**config.mk**
```make
export PLATFORM = sky130hd
export DESIGN_NAME = raster_wait_coprocessor
export DESIGN_NICKNAME = d
export VERILOG_FILES = /design/src/rtl/core/rwc_pkg.sv /design/src/rtl/core/raster_wait_coprocessor.sv /design/src/rtl/core/rwc_step.sv
export SDC_FILE = /design/constraint.sdc
export NUM_CORES = 1
export LEC_CHECK = 0
export ABC_AREA = 1
export BUFFER_PORTS_ARGS = -buffer_cell sky130_fd_sc_hd__clkbuf_2
export CORE_MARGIN = 2
export CORE_UTILIZATION = 35
export DETAILED_ROUTE_END_ITERATION = 7
export GPL_ROUTABILITY_DRIVEN = 0
export HOLD_SLACK_MARGIN = 0.12
export MAX_ROUTING_LAYER = met4
export RECOVER_POWER = 100
export SETUP_SLACK_MARGIN = 0.4
export SYNTH_ARGS = -nofsm -noshare
export SYNTH_HDL_FRONTEND = slang
export SYNTH_HIERARCHICAL = 1
export SYNTH_SLANG_ARGS = --single-unit
export TNS_END_PERCENT = 5
```
**constraint.sdc**
```tcl
create_clock -name clk -period 2 [get_ports clk]
set_input_delay 0.3 -clock clk [delete_from_list [all_inputs] [get_ports clk]]
set_output_delay 0.3 -clock clk [all_outputs]
set_load 0.1 [all_outputs]
```
**src/rtl/core/rwc_pkg.sv**
```systemverilog
// Package for the raster wait coprocessor: widths, state codes, register
// indexes, shared types and the raster compare function.
// No dependencies.
package rwc_pkg;

  localparam int PTR_W  = 20;
  localparam int POS_W  = 16;
  localparam int WORD_W = 16;
  localparam int REG_W  = 9;
  localparam int CFG_W  = 20;
  localparam int IDX_W  = 2;

  localparam logic [1:0] ST_STOPPED = 2'd0;
  localparam logic [1:0] ST_WAITING = 2'd1;
  localparam logic [1:0] ST_FIRST   = 2'd2;
  localparam logic [1:0] ST_SECOND  = 2'd3;

  localparam logic [IDX_W-1:0] CFG_DANGER = 2'd0;
  localparam logic [IDX_W-1:0] CFG_MASK   = 2'd1;
  localparam logic [IDX_W-1:0] CFG_START  = 2'd2;

  localparam logic [REG_W-1:0] PROT_LOW    = 9'h010;
  localparam logic [REG_W-1:0] PROT_DANGER = 9'h020;

  localparam logic             DANGER_RST = 1'b0;
  localparam logic [CFG_W-1:0] MASK_RST   = 20'hFFFFF;
  localparam logic [CFG_W-1:0] START_RST  = 20'h00000;

  typedef struct packed {
    logic [1:0]        mstate;
    logic [WORD_W-1:0] first_word;
    logic [WORD_W-1:0] second_word;
    logic [PTR_W-1:0]  fetch_pointer;
    logic              skip_pending;
  } cop_state_t;

  typedef struct packed {
    logic              slot_used;
    logic [PTR_W-1:0]  fetch_address;
    logic              reg_write_valid;
    logic [REG_W-1:0]  reg_address;
    logic [WORD_W-1:0] reg_value;
    logic              halted;
  } cop_result_t;

  function automatic logic raster_reached(
    input logic [WORD_W-1:0] first_w,
    input logic [WORD_W-1:0] second_w,
    input logic [POS_W-1:0]  pos,
    input logic              busy
  );
    logic [POS_W-1:0] mask;
    mask = {1'b1, second_w[14:1], 1'b0};
    return !(!second_w[15] && busy) && ((pos & mask) >= (first_w & mask));
  endfunction

endpackage

```
**src/rtl/core/raster_wait_coprocessor.sv**
```systemverilog
// Raster wait coprocessor top level: input word register, machine state,
// configuration registers and result register. Depends on rwc_pkg, rwc_step.
//
// Usage: each input word offers one memory slot and carries the beam
// position, the blitter busy flag and the memory word at the fetch address
// reported by the result word of that same slot. Every input word yields
// exactly one result word: slot use, fetch address, an optional register
// write (MOVE) and the halted flag.
// Order: an accepted input word is held in the input register, then the
// result word is registered in the result register; out_valid rises with
// the result word, which is taken at an edge where out_ready is high.
// Throughput: one word per cycle while out_ready is high; back-pressure
// on out_ready holds the result register and then stops new words.
// Stall: while out_ready is low the result register holds; the input
// register still takes one more word, then in_ready drops.
// Reset (rst_n low, synchronous): machine fetches the first word, fetch
// pointer loads the list_start reset value (0), address_mask is all ones, danger is off,
// both channels empty. Writing list_start loads the fetch pointer directly;
// write configuration only while the block is idle.
module raster_wait_coprocessor import rwc_pkg::*; (
  input  logic              clk,
  input  logic              rst_n,
  input  logic              in_valid,
  output logic              in_ready,
  input  logic [POS_W-1:0]  in_beam_position,
  input  logic              in_blitter_busy,
  input  logic [WORD_W-1:0] in_fetch_data,
  output logic              out_valid,
  input  logic              out_ready,
  output logic              out_slot_used,
  output logic [PTR_W-1:0]  out_fetch_address,
  output logic              out_reg_write_valid,
  output logic [REG_W-1:0]  out_reg_address,
  output logic [WORD_W-1:0] out_reg_value,
  output logic              out_halted,
  input  logic              cfg_write_en,
  input  logic [IDX_W-1:0]  cfg_index,
  input  logic [CFG_W-1:0]  cfg_data
);

  logic              in_v_r;
  logic [POS_W-1:0]  pos_r;
  logic              busy_r;
  logic [WORD_W-1:0] data_r;
  logic              out_v_r;
  cop_result_t       res_r;
  cop_state_t        st_r;
  cop_state_t        st_nxt;
  cop_result_t       res_nxt;
  logic              danger_r;
  logic [CFG_W-1:0]  mask_r;
  logic              advance;

  assign advance  = in_v_r && (!out_v_r || out_ready);
  assign in_ready = !in_v_r || advance;

  rwc_step u_step (
    .cur           (st_r),
    .danger_enable (danger_r),
    .address_mask  (mask_r),
    .beam_position (pos_r),
    .blitter_busy  (busy_r),
    .fetch_data    (data_r),
    .nxt           (st_nxt),
    .res           (res_nxt)
  );

  always_ff @(posedge clk) begin
    if (!rst_n) begin
      in_v_r <= 1'b0;
    end else if (in_ready) begin
      in_v_r <= in_valid;
    end
    if (in_valid && in_ready) begin
      pos_r  <= in_beam_position;
      busy_r <= in_blitter_busy;
      data_r <= in_fetch_data;
    end
  end

  always_ff @(posedge clk) begin
    if (!rst_n) begin
      out_v_r <= 1'b0;
    end else if (advance) begin
      out_v_r <= 1'b1;
    end else if (out_ready) begin
      out_v_r <= 1'b0;
    end
    if (advance) begin
      res_r <= res_nxt;
    end
  end

  always_ff @(posedge clk) begin
    if (!rst_n) begin
      danger_r         <= DANGER_RST;
      mask_r           <= MASK_RST;
      st_r.mstate      <= ST_FIRST;
      st_r.first_word  <= '0;
      st_r.second_word <= '0;
      st_r.fetch_pointer <= START_RST;
      st_r.skip_pending  <= 1'b0;
    end else begin
      if (advance) begin
        st_r <= st_nxt;
      end
      if (cfg_write_en) begin
        case (cfg_index)
          CFG_DANGER: danger_r <= cfg_data[0];
          CFG_MASK:   mask_r   <= cfg_data;
          CFG_START: begin
            st_r.fetch_pointer <= cfg_data;
          end
          default: begin
          end
        endcase
      end
    end
  end

  assign out_valid           = out_v_r;
  assign out_slot_used       = res_r.slot_used;
  assign out_fetch_address   = res_r.fetch_address;
  assign out_reg_write_valid = res_r.reg_write_valid;
  assign out_reg_address     = res_r.reg_address;
  assign out_reg_value       = res_r.reg_value;
  assign out_halted          = res_r.halted;

`ifndef SYNTH
  a_stop_sticks: assert property (@(posedge clk) disable iff (!rst_n)
    (st_r.mstate == ST_STOPPED) |=> (st_r.mstate == ST_STOPPED))
    else $error("stopped machine left stopped state");
  a_write_uses_slot: assert property (@(posedge clk) disable iff (!rst_n)
    (out_valid && out_reg_write_valid) |-> (out_slot_used && !out_halted))
    else $error("register write without a fetch");
  a_write_unprotected: assert property (@(posedge clk) disable iff (!rst_n)
    (out_valid && out_reg_write_valid) |->
      (out_reg_address >= PROT_LOW && (danger_r || out_reg_address >= PROT_DANGER)))
    else $error("write to protected register");
  a_state_follows_slot: assert property (@(posedge clk) disable iff (!rst_n)
    (!advance && !cfg_write_en) |=> $stable(st_r))
    else $error("machine state changed without a slot");
`endif

endmodule

```
**src/rtl/core/rwc_step.sv**
```systemverilog
// One slot of the coprocessor: next machine state and result word.
// Depends on rwc_pkg.
module rwc_step import rwc_pkg::*; (
  input  cop_state_t        cur,
  input  logic              danger_enable,
  input  logic [CFG_W-1:0]  address_mask,
  input  logic [POS_W-1:0]  beam_position,
  input  logic              blitter_busy,
  input  logic [WORD_W-1:0] fetch_data,
  output cop_state_t        nxt,
  output cop_result_t       res
);

  logic [REG_W-1:0] target;
  logic             protect;

  assign target  = {cur.first_word[8:1], 1'b0};
  assign protect = (target < PROT_LOW) || ((target < PROT_DANGER) && !danger_enable);

  always_comb begin
    nxt = cur;
    res = '0;
    case (cur.mstate)
      ST_WAITING: begin
        if (raster_reached(cur.first_word, cur.second_word, beam_position, blitter_busy)) begin
          nxt.mstate = ST_FIRST;
        end
      end
      ST_FIRST: begin
        res.slot_used     = 1'b1;
        res.fetch_address = cur.fetch_pointer & address_mask;
        nxt.first_word    = fetch_data;
        nxt.fetch_pointer = cur.fetch_pointer + 1'b1;
        nxt.mstate        = ST_SECOND;
      end
      ST_SECOND: begin
        res.slot_used     = 1'b1;
        res.fetch_address = cur.fetch_pointer & address_mask;
        nxt.second_word   = fetch_data;
        nxt.fetch_pointer = cur.fetch_pointer + 1'b1;
        nxt.skip_pending  = 1'b0;
        if (!cur.first_word[0]) begin
          nxt.mstate = ST_FIRST;
          if (!cur.skip_pending) begin
            if (protect) begin
              nxt.mstate = ST_STOPPED;
            end else begin
              res.reg_write_valid = 1'b1;
              res.reg_address     = target;
              res.reg_value       = fetch_data;
            end
          end
        end else if (!fetch_data[0]) begin
          nxt.mstate = ST_WAITING;
        end else begin
          nxt.skip_pending = raster_reached(cur.first_word, fetch_data, beam_position,
                                            blitter_busy);
          nxt.mstate       = ST_FIRST;
        end
      end
      default: begin
      end
    endcase
    res.halted = (nxt.mstate == ST_STOPPED);
  end

endmodule
```
Word level (Yosys, flattened, before mapping). Cells that the tools add are included.

Flip-flop bits (word level): 159. Bits of input ports: 60. Output and inout bits: 50.

$add $sub $neg: 1. Order comparisons: 4. Equal/unequal tests: 5. Mux-type cells: 17. Bitwise operators: 6. Reduce and logical (&&, ||, !) cells: 27.

Operators by type and width (number): $and A16 B16 Y16 (4); $mux W20 (3); $mux W21 (2); $ge A16 B16 Y1 (2); $mux W26 (1); $add A20 B1 Y20 const B (1); $and A20 B20 Y20 (1); $mux W2 (5); $lt A9 B5 Y1 const B (1); $lt A9 B6 Y1 const B (1); $reduce_and A2 Y1 (4); $logic_and A1 B1 Y1 (7); $logic_not A1 Y1 (7); $eq A2 B2 Y1 const B (3); $pmux W2 S3 (1); $mux W1 (5); $eq A2 B1 Y1 const B (2); $logic_not A2 Y1 (2); $reduce_or A4 Y1 (1); $logic_or A1 B1 Y1 (3); $reduce_or A3 Y1 (1); $reduce_bool A2 Y1 (1); $reduce_or A2 Y1 (1); $not A1 Y1 (1).

Depth between registers and ports, before layout. Gate-level depths: netlist of the first run.

Word-level depth: 10. Mapped depth: 15. Depth with buffers taken out: 15.

Hierarchy. The synthesis of the first run kept the hierarchy.

Modules (own cells, without submodules): raster_wait_coprocessor (instances 1, cells each 514, area each 5611.6 um^2); rwc_step (instances 1, cells each 476, area each 2307.2 um^2).

Worst setup path before layout of the first run. Ideal clock, no wire load.

Path kind: register to register. From: register out_v_r, in the netlist out_valid. To: register busy_r (enable). Setup time: 0.406 ns. Arrival: 2.790 ns. Slack: -1.196 ns. Cell stages (with the launch flop): 4. Buffers on the path: 0. Period minus slack after synthesis: 3.196 ns. Cells stage by stage: dfxtp_1 -> nand3_1 -> nand2_1 -> inv_1.

Longest elaborated chain between the ends: 5.

RTL lines: start: declaration (line raster_wait_coprocessor.sv:45) `logic out_v_r;`; start signal: assignment (line raster_wait_coprocessor.sv:83) `out_v_r <= 1'b0;`; start signal: assignment (line raster_wait_coprocessor.sv:85) `out_v_r <= 1'b1;`; start signal: assignment (line raster_wait_coprocessor.sv:87) `out_v_r <= 1'b0;`; $logic_not A1 Y1 (line raster_wait_coprocessor.sv:54) `assign advance = in_v_r && (!out_v_r || out_ready);`; $logic_or A1 B1 Y1 (line raster_wait_coprocessor.sv:54); $logic_and A1 B1 Y1 (line raster_wait_coprocessor.sv:54); $logic_or A1 B1 Y1 (line raster_wait_coprocessor.sv:55) `assign in_ready = !in_v_r || advance;`; net in_ready (line raster_wait_coprocessor.sv:24) `output logic in_ready,`; $logic_and A1 B1 Y1 (line raster_wait_coprocessor.sv:74) `if (in_valid && in_ready) begin`; end signal: assignment (line raster_wait_coprocessor.sv:76) `busy_r <= in_blitter_busy;`; end: declaration (line raster_wait_coprocessor.sv:43) `logic busy_r;`.

The timed path passes the listed nets, and every way through them passes these cells. A chain may end at the register's enable or synchronous reset.

Worst setup path in the final report of the first run.
From: register in_v_r. To: output port in_ready.

Longest elaborated chain between the ends: 2. Elaborated cells between the ends (all ways): 3. Those cells by class: reduce/logical: 3.

RTL lines: start: declaration (line raster_wait_coprocessor.sv:41) `logic in_v_r;`; start signal: assignment (line raster_wait_coprocessor.sv:72) `in_v_r <= in_valid;`; $logic_not A1 Y1 / $logic_and A1 B1 Y1 (equally long branches) (line raster_wait_coprocessor.sv:55, raster_wait_coprocessor.sv:54); $logic_or A1 B1 Y1 (*) (line raster_wait_coprocessor.sv:55); end: declaration (line raster_wait_coprocessor.sv:24).

Mark *: on every way between the ends. The rest lies on a longest branch, timed or not.

==> results of run 1 <==
[tightest hold or removal path, cell delays in order]
cell and delay (ns):
sky130_fd_sc_hd__clkbuf_2 0.10, sky130_fd_sc_hd__nand2_4 0.07, sky130_fd_sc_hd__a21oi_1 0.05
[state kept, by name, summed over array words and instances (netlist names)]
name,cells
mask_r,20
out_slot_used,1
out_reg_value,16
data_r,16
pos_r,15
out_reg_write_valid,1
out_valid,1
out_reg_address,9
st_r,54
out_fetch_address,20
in_v_r,1
busy_r,1
danger_r,1
out_halted,1
[metal layers]
layer | vias to the layer above | global-route usage (%)
met1 | 2989 | 23.1
met4 | 0 | 5.20
met3 | 23 | 2.76
li1 | 3459 | -
met2 | 133 | 25.0
met5 | - | -
[power breakdown]
group / total, µW / switching [µW] / leakage (µW) / internal [µW]
clock network: 3340 / 1380 / 0.000284 / 1970
registers: 3720 / 137 / 0.00140 / 3590
logic: 1410 / 974 / 0.00282 / 439
[per-stage QoR]
stage	cell area, µm²	util, %	power, µW	hold WS, ns
6_report	9890	45.2	8480	0.148
5_1_grt	9890	45.2	8850	0.148
4_1_cts	9870	45.1	8540	0.125
3_5_place_dp	8700	39.7	5100	0.455
3_3_place_gp	8700	39.7	5080	0.453
2_1_floorplan	7880	-	4770	0.399
[what timing repair did]
action,in CTS,in global routing
setup endpoints to repair,52,52
hold buffers,51,0
hold endpoints to repair,51,0
resized for setup,12,23
setup buffers,1,0
pin swaps,16,17
[worst min path at each step]
stage,from,endpoint,slack [ns],cells after the start
finish,in_valid,in_v_r$_SDFFE_PN0P_,0.15,3
global route,in_valid,in_v_r$_SDFFE_PN0P_,0.15,3
CTS,cfg_data[0],mask_r[0]$_SDFFE_PN1P_,0.13,3
detailed placement,mask_r[7]$_SDFFE_PN1P_,mask_r[7]$_SDFFE_PN1P_,0.46,2
global placement,mask_r[8]$_SDFFE_PN1P_,mask_r[8]$_SDFFE_PN1P_,0.45,2
floorplan,in_blitter_busy,busy_r$_DFFE_PP_,0.40,0
[layout make-up]
type                            count  area share (%)
Sequential cell                   157            39.9
Multi-Input combinational cell    666            33.7
Timing Repair Buffer              181            12.4
Inverter                          116            4.44
Clock buffer                       18            4.34
Tap cell                          280            3.54
Clock inverter                     14            1.71
==> qor.log, run 1 <==
INFO  outcome        run_status=finished, final reports clean
INFO  yosys          per_instance_average_area_after_synthesis=7.98µm²
INFO  detailed_routing routedLengthMet1=9.54mm
INFO  critical_path  worst_setup_path_end=in_ready
INFO  grt            first_global_vias=6000
INFO  placement      hpwl=12.2mm
INFO  power          power_leakage=0.00451µW
INFO  clocking       cts.sinks=157
INFO  critical_path  crit_path_start=in_v_r$_SDFFE_PN0P_
INFO  detailed_routing highest-signal-layer=met4
INFO  grt            grt_use_total=16.6%
INFO  sta            setup_repair_after_global_routing_missed_its_margin=true
INFO  power          power.density=857nW/µm²
INFO  finish         mostFrequentLayoutCells=221 x sky130_fd_sc_hd__nand2_1, 166 x sky130_fd_sc_hd__nor2_1, 110 x sky130_fd_sc_hd__inv_1
INFO  critical_path  crit_type=flop to output pin
INFO  critical_path  number_of_cells_on_the_worst_reg_to_reg_path=14
INFO  sta            final.setup.tns=0ns
INFO  finish         synthToLayoutAreaGrowth=26.1%
INFO  die            fp.dieArea=23600µm²
INFO  critical_path  timing.critical_path.fanout_max=3
INFO  sta            layout_worst_path_cycle_share=90.2%
INFO  critical_path  worstPathArrival=1.50ns
INFO  clocking       cts_tree=yes
INFO  clocking       cts_htree_levels=4
INFO  finish         layout_commonest_cell=sky130_fd_sc_hd__nand2_1
INFO  die            pin_count=110
INFO  die            die_width=154µm
INFO  sta            worstMarginPinSlew=1.03ns
INFO  detailed_routing routed_wire_length_per_instance=13.3µm
INFO  detailed_routing detail_route.iter0.violations=463
INFO  detailed_routing detailedRoute.firstPassIterationCount=4
INFO  finish         multi_input_combinational_cell_area=3330µm²
INFO  yosys          synthCells=983
INFO  die            floorplan.initialDensity=35.8%
INFO  finish         final-seq-area=3950µm²
INFO  clocking       cts.path.max_buffers=2
INFO  critical_path  critPathTopFamily=flip-flops
INFO  critical_path  crit_path_top_delay_cell=sky130_fd_sc_hd__dfxtp_1
INFO  critical_path  crit_chain=nand3_1 -> clkbuf_4
INFO  critical_path  worst_path_largest_cell_delay=0.45ns
INFO  clocking       cts_made_buffers=17
INFO  finish         instances_no_fill=1432
INFO  critical_path  reg2reg_to=st_r[53]$_SDFFE_PN0N_
INFO  finish         share_of_cells_above_drive_strength_1=16.1%
INFO  detailed_routing dr_wl_met3=635µm
INFO  yosys          total_number_of_yosys_warnings=6
INFO  critical_path  worstReg2RegStart=pos_r[12]$_DFFE_PP_
INFO  clocking       clock_insertion_delay_worst_skew=0.43ns
INFO  critical_path  timing.critical_path.to_type=output pin
INFO  grt            wire_length_of_the_first_global_routing_pass=30.5mm
INFO  critical_path  setup.reg_to_reg.worst_slack=0.23ns
INFO  finish         antenna-diode-count=0
INFO  detailed_routing number_of_remaining_drc_errors=0
INFO  sta            final_number_of_max_transition_violations=0
INFO  sta            setup_ws=0.196ns
INFO  detailed_routing ant_nets=0
INFO  detailed_routing viasPerCell=4.61
INFO  sta            layout_min_cycle_time=1.80ns
INFO  critical_path  worst-endpoint-required=1.70ns
INFO  grt            grt_antenna_before_repair=0
INFO  critical_path  worst-path-buf-inv=1
INFO  detailed_routing dr_total_vias=6604
INFO  worst_hold_path min-delay-path-class=input pin to flop
INFO  sta            final-hold-violation-count=0
INFO  grt            largest_net_degree_at_the_start_of_global_routing=83
INFO  yosys          synth.cell_area=7850µm²
INFO  yosys          synth.net_count=1073
INFO  power          irDropWorstVdd=0.519mV
INFO  placement      portBuffers=108
INFO  sta            final-setup-viol-count=0
INFO  sta            achievable-frequency=554MHz
INFO  clocking       cts_root_buf=sky130_fd_sc_hd__clkbuf_16
INFO  detailed_routing detailed_route_wire_length=19.0mm
INFO  finish         fillers=2156
INFO  placement      place_inst=1348
INFO  critical_path  cp.depth=2
INFO  grt            overflow=0
INFO  finish         finish.net_count=1229
INFO  die            die_h=154µm
INFO  sta            clock_skew=0.00801ns
INFO  critical_path  critPathLaunchType=flop
INFO  detailed_routing met2_wirelength=8.57mm
INFO  placement      dpl_worst_slack=0.155ns
INFO  clocking       reg_clk_slew_reported_paths=0.06ns
INFO  run            cap_violations=0
INFO  sta            timing.max_slew.rel_slack=31.5%
INFO  die            core_region_area=21900µm²
INFO  die            placement_rows=54
(Power assumes the default switching activity.)
==> inputs of run 2 (changes only) <==
GPL_TIMING_DRIVEN = 0   (was default)
clock period = 1.8 ns   (was 2 ns; I/O delays follow)
==> qor.log, run 2 (synthesized netlist as in run 1, its figures left out) <==
INFO  sta            layout_worst_path_cycle_share=100%
INFO  finish         final_design_instance_area_without_fill=10700µm² [was 9890 µm²]
INFO  placement      portBuffers=107 [was 108]
INFO  grt            wire_length_of_the_first_global_routing_pass=34.6mm [was 30.5 mm]
INFO  grt            overflow=0 [unchanged]
INFO  grt            grt_use_total=19.1% [was 16.6%]
INFO  worst_hold_path holdPathStages=2 [was 3]
INFO  critical_path  worst-endpoint-required=1.99ns [was 1.70 ns]
INFO  detailed_routing dr_total_vias=7018 [was 6604]
INFO  die            placement_rows=54 [unchanged]
INFO  sta            layout_min_cycle_time=1.80ns
INFO  placement      hpwl=14.2mm [was 12.2 mm]
INFO  critical_path  timing.critical_path.fanout_max=4 [was 3]
INFO  clocking       cts_made_buffers=17 [unchanged]
INFO  finish         share_of_cells_above_drive_strength_1=23.4% [was 16.1%]
INFO  finish         finish.net_count=1267 [was 1229]
INFO  clocking       cts_htree_levels=4 [unchanged]
INFO  power          report.power.total=9870µW [was 8480 µW]
INFO  critical_path  number_of_cells_on_the_worst_reg_to_reg_path=11 [was 14]
INFO  critical_path  timing.critical_path.to_type=flop [was output pin]
INFO  outcome        run_status=finished with violations [was finished, final reports clean]
INFO  sta            achievable-frequency=555MHz
INFO  sta            final_number_of_max_transition_violations=0 [unchanged]
INFO  outcome        failed_checks=setup timing
INFO  die            pin_count=110 [unchanged]
INFO  grt            first_global_vias=6626 [was 6000]
INFO  critical_path  crit_type=flop to flop [was flop to output pin]
INFO  grt            largest_net_degree_at_the_start_of_global_routing=58 [was 83]
INFO  die            floorplan.initialDensity=35.8% [unchanged]
INFO  critical_path  worstPathArrival=1.99ns [was 1.50 ns]
INFO  finish         mostFrequentLayoutCells=214 x sky130_fd_sc_hd__nand2_1, 158 x sky130_fd_sc_hd__nor2_1, 107 x sky130_fd_sc_hd__inv_1 [was 221 x sky130_fd_sc_hd__nand2_1, 166 x sky130_fd_sc_hd__nor2_1, 110 x sky130_fd_sc_hd__inv_1]
INFO  placement      place_area=8760µm² [was 8700 µm²]
INFO  detailed_routing detailedRoute.firstPassIterationCount=5 [was 4]
INFO  die            die_width=154µm [unchanged]
INFO  clocking       cts.sinks=157 [unchanged]
INFO  critical_path  critPathLaunchType=flop [unchanged]
INFO  sta            hold-worst-slack=0.151ns [was 0.148 ns]
INFO  finish         synthToLayoutAreaGrowth=36.1% [was 26.1%]
INFO  sta            worstMarginPinSlew=0.592ns [was 1.03 ns]
INFO  die            fp.dieArea=23600µm² [unchanged]
INFO  detailed_routing detail_route.iter0.violations=409 [was 463]
INFO  sta            final-hold-violation-count=0 [unchanged]
INFO  detailed_routing number_of_remaining_drc_errors=0 [unchanged]
INFO  detailed_routing routed_wire_length_per_instance=14.9µm [was 13.3 µm]
INFO  finish         layout_commonest_cell=sky130_fd_sc_hd__nand2_1 [unchanged]
INFO  clocking       clock_insertion_delay_worst_skew=0.43ns [about the same]
INFO  sta            final.setup.tns=-0.00280ns [was 0 ns]
INFO  run            cap_violations=0 [unchanged]
INFO  clocking       cts_root_buf=sky130_fd_sc_hd__clkbuf_16 [unchanged]
INFO  clocking       cts_tree=yes [unchanged]
INFO  power          irDropWorstVdd=0.662mV [was 0.519 mV]
INFO  power          power_leakage=0.00478µW [was 0.00451 µW]
INFO  grt            grt_antenna_before_repair=0 [unchanged]
INFO  sta            setup_repair_after_global_routing_missed_its_margin=true [unchanged]
INFO  die            die_h=154µm [unchanged]
INFO  sta            timing.max_slew.rel_slack=60.6% [was 31.5%]
INFO  worst_hold_path min-delay-path-class=input pin to flop [unchanged]
INFO  placement      dpl_worst_slack=-0.0883ns [was 0.155 ns]
INFO  sta            clock_skew=0.00816ns [was 0.00801 ns]
INFO  sta            final-setup-viol-count=1 [was 0]
INFO  clocking       cts.path.max_buffers=2 [unchanged]
INFO  finish         antenna-diode-count=0 [unchanged]
INFO  power          power.density=924nW/µm² [was 857 nW/µm²]
INFO  detailed_routing ant_nets=0 [unchanged]
INFO  clocking       reg_clk_slew_reported_paths=0.06ns [about the same]
INFO  detailed_routing viasPerCell=4.77 [was 4.61]
INFO  die            core_region_area=21900µm² [unchanged]
INFO  finish         largest_register_ff_count=54 [unchanged]
INFO  finish         largest-register=st_r [unchanged]
INFO  detailed_routing detailed_route_wire_length=21.8mm [was 19.0 mm]
INFO  sta            setup_ws=-0.00280ns [was 0.196 ns]
[run 2: cell types whose count changed in the layout (fill, tap and decap cells not counted), sizes merged]
cell | previous run | this run
dlygate4sd3 | 51 | 52
buf | 16 | 62
clkbuf | 132 | 128
clkinv | 7 | 2
[run 2: layer usage]
layer	part of all wire [%]	global-route usage (%)	up-vias
li1	-	-	3544
met1	48	26.0	3263
met2	45	28.9	184
met3	5.0	3.49	27
met4	1.7	6.20	0
met5	0	-	-
[run 2: worst paths after layout]
check	startpoint	to	slack [ns]
hold / removal	rst_n	mask_r[19]$_SDFFE_PN1P_	0.15
setup reg to reg	st_r[44]$_SDFFE_PN0N_	out_halted$_DFFE_PN_	-0.003
hold reg to reg	mask_r[13]$_SDFFE_PN1P_	mask_r[13]$_SDFFE_PN1P_	0.47
setup / recovery	st_r[44]$_SDFFE_PN0N_	out_halted$_DFFE_PN_	-0.003
[run 2: critical path, cell delays in order (launching register included)]
cell	delay [ns]
sky130_fd_sc_hd__dfxtp_1	0.39
sky130_fd_sc_hd__nand2_1	0.13
sky130_fd_sc_hd__ha_4	0.31
sky130_fd_sc_hd__nand2_4	0.06
sky130_fd_sc_hd__nor2_4	0.12
sky130_fd_sc_hd__nand2_2	0.08
sky130_fd_sc_hd__nor2_2	0.10
sky130_fd_sc_hd__nor2_1	0.05
sky130_fd_sc_hd__nand3_2	0.09
sky130_fd_sc_hd__nand3_1	0.09
sky130_fd_sc_hd__nand2_2	0.09
sky130_fd_sc_hd__nor2_2	0.05
[run 2: report_power, final]
part / switching (µW) / internal (µW) / leakage (µW)
clock: 1510 / 2440 / 0.000315
combinational: 1170 / 601 / 0.00306
sequential: 169 / 3980 / 0.00141
total: 2850 / 7020 / 0.00478
[run 2: cell type report]
| cell class | count | area, µm² |
|---|---|---|
| well taps | 280 | 350 |
| clock inverters | 8 | 124 |
| repair buffers | 174 | 1330 |
| inverters | 116 | 450 |
| multi-input cells | 666 | 3610 |
| plain buffers | 44 | 305 |
| clock buffers | 24 | 515 |
| repair inverters | 1 | 7.51 |
| flip-flops and latches | 157 | 3990 |
| fillers | 2106 | 11200 |
[run 2: metrics by stage]
| stage | utilization (%) | instances |
|---|---|---|
| global placement | 40.0 | 1370 |
| global route | 48.8 | 1470 |
| finish | 48.8 | 1470 |
| floorplan | - | 983 |
| detailed placement | 40.0 | 1370 |
| CTS | 46.5 | 1463 |
[run 2: what timing repair did]
item / CTS / global route
hold buffers: 52 / 0
endpoints found under the setup margin: 212 / 197
pin swaps: 27 / 69
buffers inserted: 8 / 7
gates cloned: 1 / 0
gates resized for setup: 41 / 229
endpoints found under the hold margin: 55 / 0
==> inputs of run 3 (changes only) <==
CORE_MARGIN = default   (was 2)
==> qor.log, run 3 (synthesized netlist as in run 1, its figures left out) <==
INFO  outcome        run_status=finished with violations [unchanged]
INFO  outcome        failed_checks=setup timing [unchanged]
INFO  critical_path  timing.critical_path.to_type=flop [unchanged]
INFO  finish         share_of_cells_above_drive_strength_1=22.2% [was 23.4%]
INFO  detailed_routing routed_wire_length_per_instance=14.7µm [was 14.9 µm]
INFO  die            die_width=152µm [was 154 µm]
INFO  sta            timing.max_slew.rel_slack=60.9% [was 60.6%]
INFO  critical_path  worstPathArrival=2.01ns [was 1.99 ns]
INFO  critical_path  worstReg2RegStart=pos_r[3]$_DFFE_PP_ [was st_r[44]$_SDFFE_PN0N_]
INFO  placement      hpwl=14.2mm [about the same]
INFO  critical_path  worst_path_largest_cell_delay=0.43ns [was 0.39 ns]
INFO  grt            overflow=0 [unchanged]
INFO  power          power_leakage=0.00472µW [was 0.00478 µW]
INFO  placement      place_inst=1370 [unchanged]
INFO  finish         fillers=2114 [was 2106]
INFO  detailed_routing ant_nets=0 [unchanged]
INFO  detailed_routing detailed_route_wire_length=21.6mm [was 21.8 mm]
INFO  die            die_h=152µm [was 154 µm]
INFO  grt            wire_length_of_the_first_global_routing_pass=33.3mm [was 34.6 mm]
INFO  finish         largest_register_ff_count=54 [unchanged]
INFO  critical_path  crit_top_cell=sky130_fd_sc_hd__nand2_1
INFO  clocking       cts.sinks=157 [unchanged]
INFO  detailed_routing viasPerCell=4.76 [was 4.77]
INFO  die            fp.dieArea=23000µm² [was 23600 µm²]
INFO  sta            layout_worst_path_cycle_share=102% [was 100%]
INFO  sta            clock_skew=0.00873ns [was 0.00816 ns]
INFO  grt            first_global_vias=6426 [was 6626]
INFO  placement      dpl_worst_slack=-0.0768ns [was -0.0883 ns]
INFO  critical_path  crit_type=flop to flop [unchanged]
INFO  grt            largest_net_degree_at_the_start_of_global_routing=58 [unchanged]
INFO  sta            final_number_of_max_transition_violations=0 [unchanged]
INFO  worst_hold_path worst_hold_startpoint=rst_n [unchanged]
INFO  clocking       cts_htree_levels=4 [unchanged]
INFO  worst_hold_path min-delay-path-class=input pin to flop [unchanged]
INFO  sta            final-hold-violation-count=0 [unchanged]
INFO  die            pin_count=110 [unchanged]
INFO  clocking       cts.path.max_buffers=2 [unchanged]
INFO  finish         finish.net_count=1264 [was 1267]
INFO  detailed_routing detailedRoute.firstPassIterationCount=5 [unchanged]
INFO  sta            setup_repair_after_global_routing_missed_its_margin=true [unchanged]
INFO  sta            achievable-frequency=547MHz [was 555 MHz]
INFO  sta            worstMarginPinSlew=0.587ns [was 0.592 ns]
INFO  critical_path  timing.critical_path.fanout_max=3 [was 4]
INFO  power          irDropWorstVdd=0.650mV [was 0.662 mV]
INFO  run            cap_violations=0 [unchanged]
INFO  sta            final-setup-viol-count=1 [unchanged]
INFO  clocking       cts_tree=yes [unchanged]
INFO  finish         largest-register=st_r [unchanged]
INFO  critical_path  crit_path_top_delay_cell=sky130_fd_sc_hd__edfxtp_1 [was sky130_fd_sc_hd__dfxtp_1]
INFO  clocking       cts_made_buffers=17 [unchanged]
INFO  sta            layout_min_cycle_time=1.83ns [was 1.80 ns]
INFO  finish         mostFrequentLayoutCells=217 x sky130_fd_sc_hd__nand2_1, 163 x sky130_fd_sc_hd__nor2_1, 104 x sky130_fd_sc_hd__inv_1 [was 214 x sky130_fd_sc_hd__nand2_1, 158 x sky130_fd_sc_hd__nor2_1, 107 x sky130_fd_sc_hd__inv_1]
INFO  finish         instances_no_fill=1467 [was 1470]
INFO  clocking       clock_insertion_delay_worst_skew=0.42ns [was 0.43 ns]
INFO  grt            grt_antenna_before_repair=0 [unchanged]
INFO  grt            grt_use_total=19.6% [was 19.1%]
INFO  detailed_routing number_of_remaining_drc_errors=0 [unchanged]
INFO  critical_path  crit_path_start=pos_r[3]$_DFFE_PP_ [was st_r[44]$_SDFFE_PN0N_]
INFO  placement      portBuffers=107 [unchanged]
INFO  critical_path  critPathLaunchType=flop [unchanged]
INFO  sta            setup_ws=-0.0273ns [was -0.00280 ns]
INFO  power          power.density=905nW/µm² [was 924 nW/µm²]
INFO  critical_path  crit_chain=nand2_1 -> inv_2 -> ha_4 -> a21oi_2 -> nand2_1 -> nand2_1 -> nand2_1 -> nand2_1 -> nand3_2 -> nand2_1 -> nand2_1 -> nand2_2 -> nor2_2 [was nand2_1 -> ha_4 -> nand2_4 -> nor2_4 -> nand2_2 -> nor2_2 -> nor2_1 -> nand3_2 -> nand3_1 -> nand2_2 -> nor2_2]
INFO  finish         synthToLayoutAreaGrowth=34.7% [was 36.1%]
INFO  die            placement_rows=54 [unchanged]
INFO  finish         layout_commonest_cell=sky130_fd_sc_hd__nand2_1 [unchanged]
INFO  clocking       reg_clk_slew_reported_paths=0.06ns [about the same]
INFO  die            core_region_area=21900µm² [unchanged]
INFO  critical_path  worst-endpoint-required=1.98ns [was 1.99 ns]
INFO  clocking       cts_root_buf=sky130_fd_sc_hd__clkbuf_16 [unchanged]
INFO  sta            final.setup.tns=-0.0273ns [was -0.00280 ns]
INFO  detailed_routing detail_route.iter0.violations=441 [was 409]
INFO  detailed_routing dr_total_vias=6990 [was 7018]
INFO  die            floorplan.initialDensity=35.8% [unchanged]
INFO  finish         antenna-diode-count=0 [unchanged]
[run 3: cell type report]
cell class / instances / area, µm² / share of cell area [%]
clock inverters: 7 / 75.1 / 0.710
repair buffers: 171 / 1260 / 11.9
flip-flops and latches: 157 / 3980 / 37.7
repair inverters: 1 / 7.51 / 0.0710
clock buffers: 25 / 528 / 5.00
multi-input cells: 666 / 3620 / 34.3
well taps: 280 / 350 / 3.31
inverters: 116 / 447 / 4.23
plain buffers: 44 / 300 / 2.84
[run 3: per-stage QoR]
stage	utilization, %	total power (µW)	instance area, µm²	hold WS (ns)
6_report	48.3	9560	10600	0.173
5_1_grt	48.3	9980	10600	0.171
3_3_place_gp	40.0	5680	8760	0.448
3_5_place_dp	40.0	5700	8760	0.449
2_1_floorplan	-	5300	7880	0.369
4_1_cts	46.7	9560	10200	0.148
[run 3: where the power goes]
| part | switching [µW] | leakage (µW) | internal [µW] | total [µW] |
|---|---|---|---|---|
| clock network | 1470 | 0.000286 | 2190 | 3660 |
| logic | 1170 | 0.00303 | 585 | 1760 |
| registers | 166 | 0.00141 | 3980 | 4150 |
[run 3: worst paths after layout]
kind / end / slack, ns / cells after the start
setup reg to reg: out_halted$_DFFE_PN_ / -0.03 / 13
setup / recovery: out_halted$_DFFE_PN_ / -0.03 / 13
hold reg to reg: mask_r[1]$_SDFFE_PN1P_ / 0.47 / 2
hold / removal: mask_r[19]$_SDFFE_PN1P_ / 0.17 / 2
[run 3: worst max-delay path: cells and delay by family, from the launching register on]
family,cells,cell delay [ns]
buf+inv,1,0.05
simple gates,10,0.77
flops,1,0.43
fa+ha+maj,1,0.22
compound gates,1,0.12
[run 3: what timing repair did]
item | in CTS | in global routing
resized for setup | 56 | 167
hold buffers | 52 | 0
hold endpoints to repair | 53 | 0
gates cloned | 1 | 0
setup buffers | 6 | 6
pin swaps | 37 | 28
endpoints found under the setup margin | 212 | 197
[run 3: metal layers]
layer	vias up	part of all wire (%)	global-route usage [%]
met3	22	4.5	3.29
li1	3532	-	-
met4	0	1.4	6.14
met2	176	46	30.0
met1	3260	48	26.5
met5	-	0	-
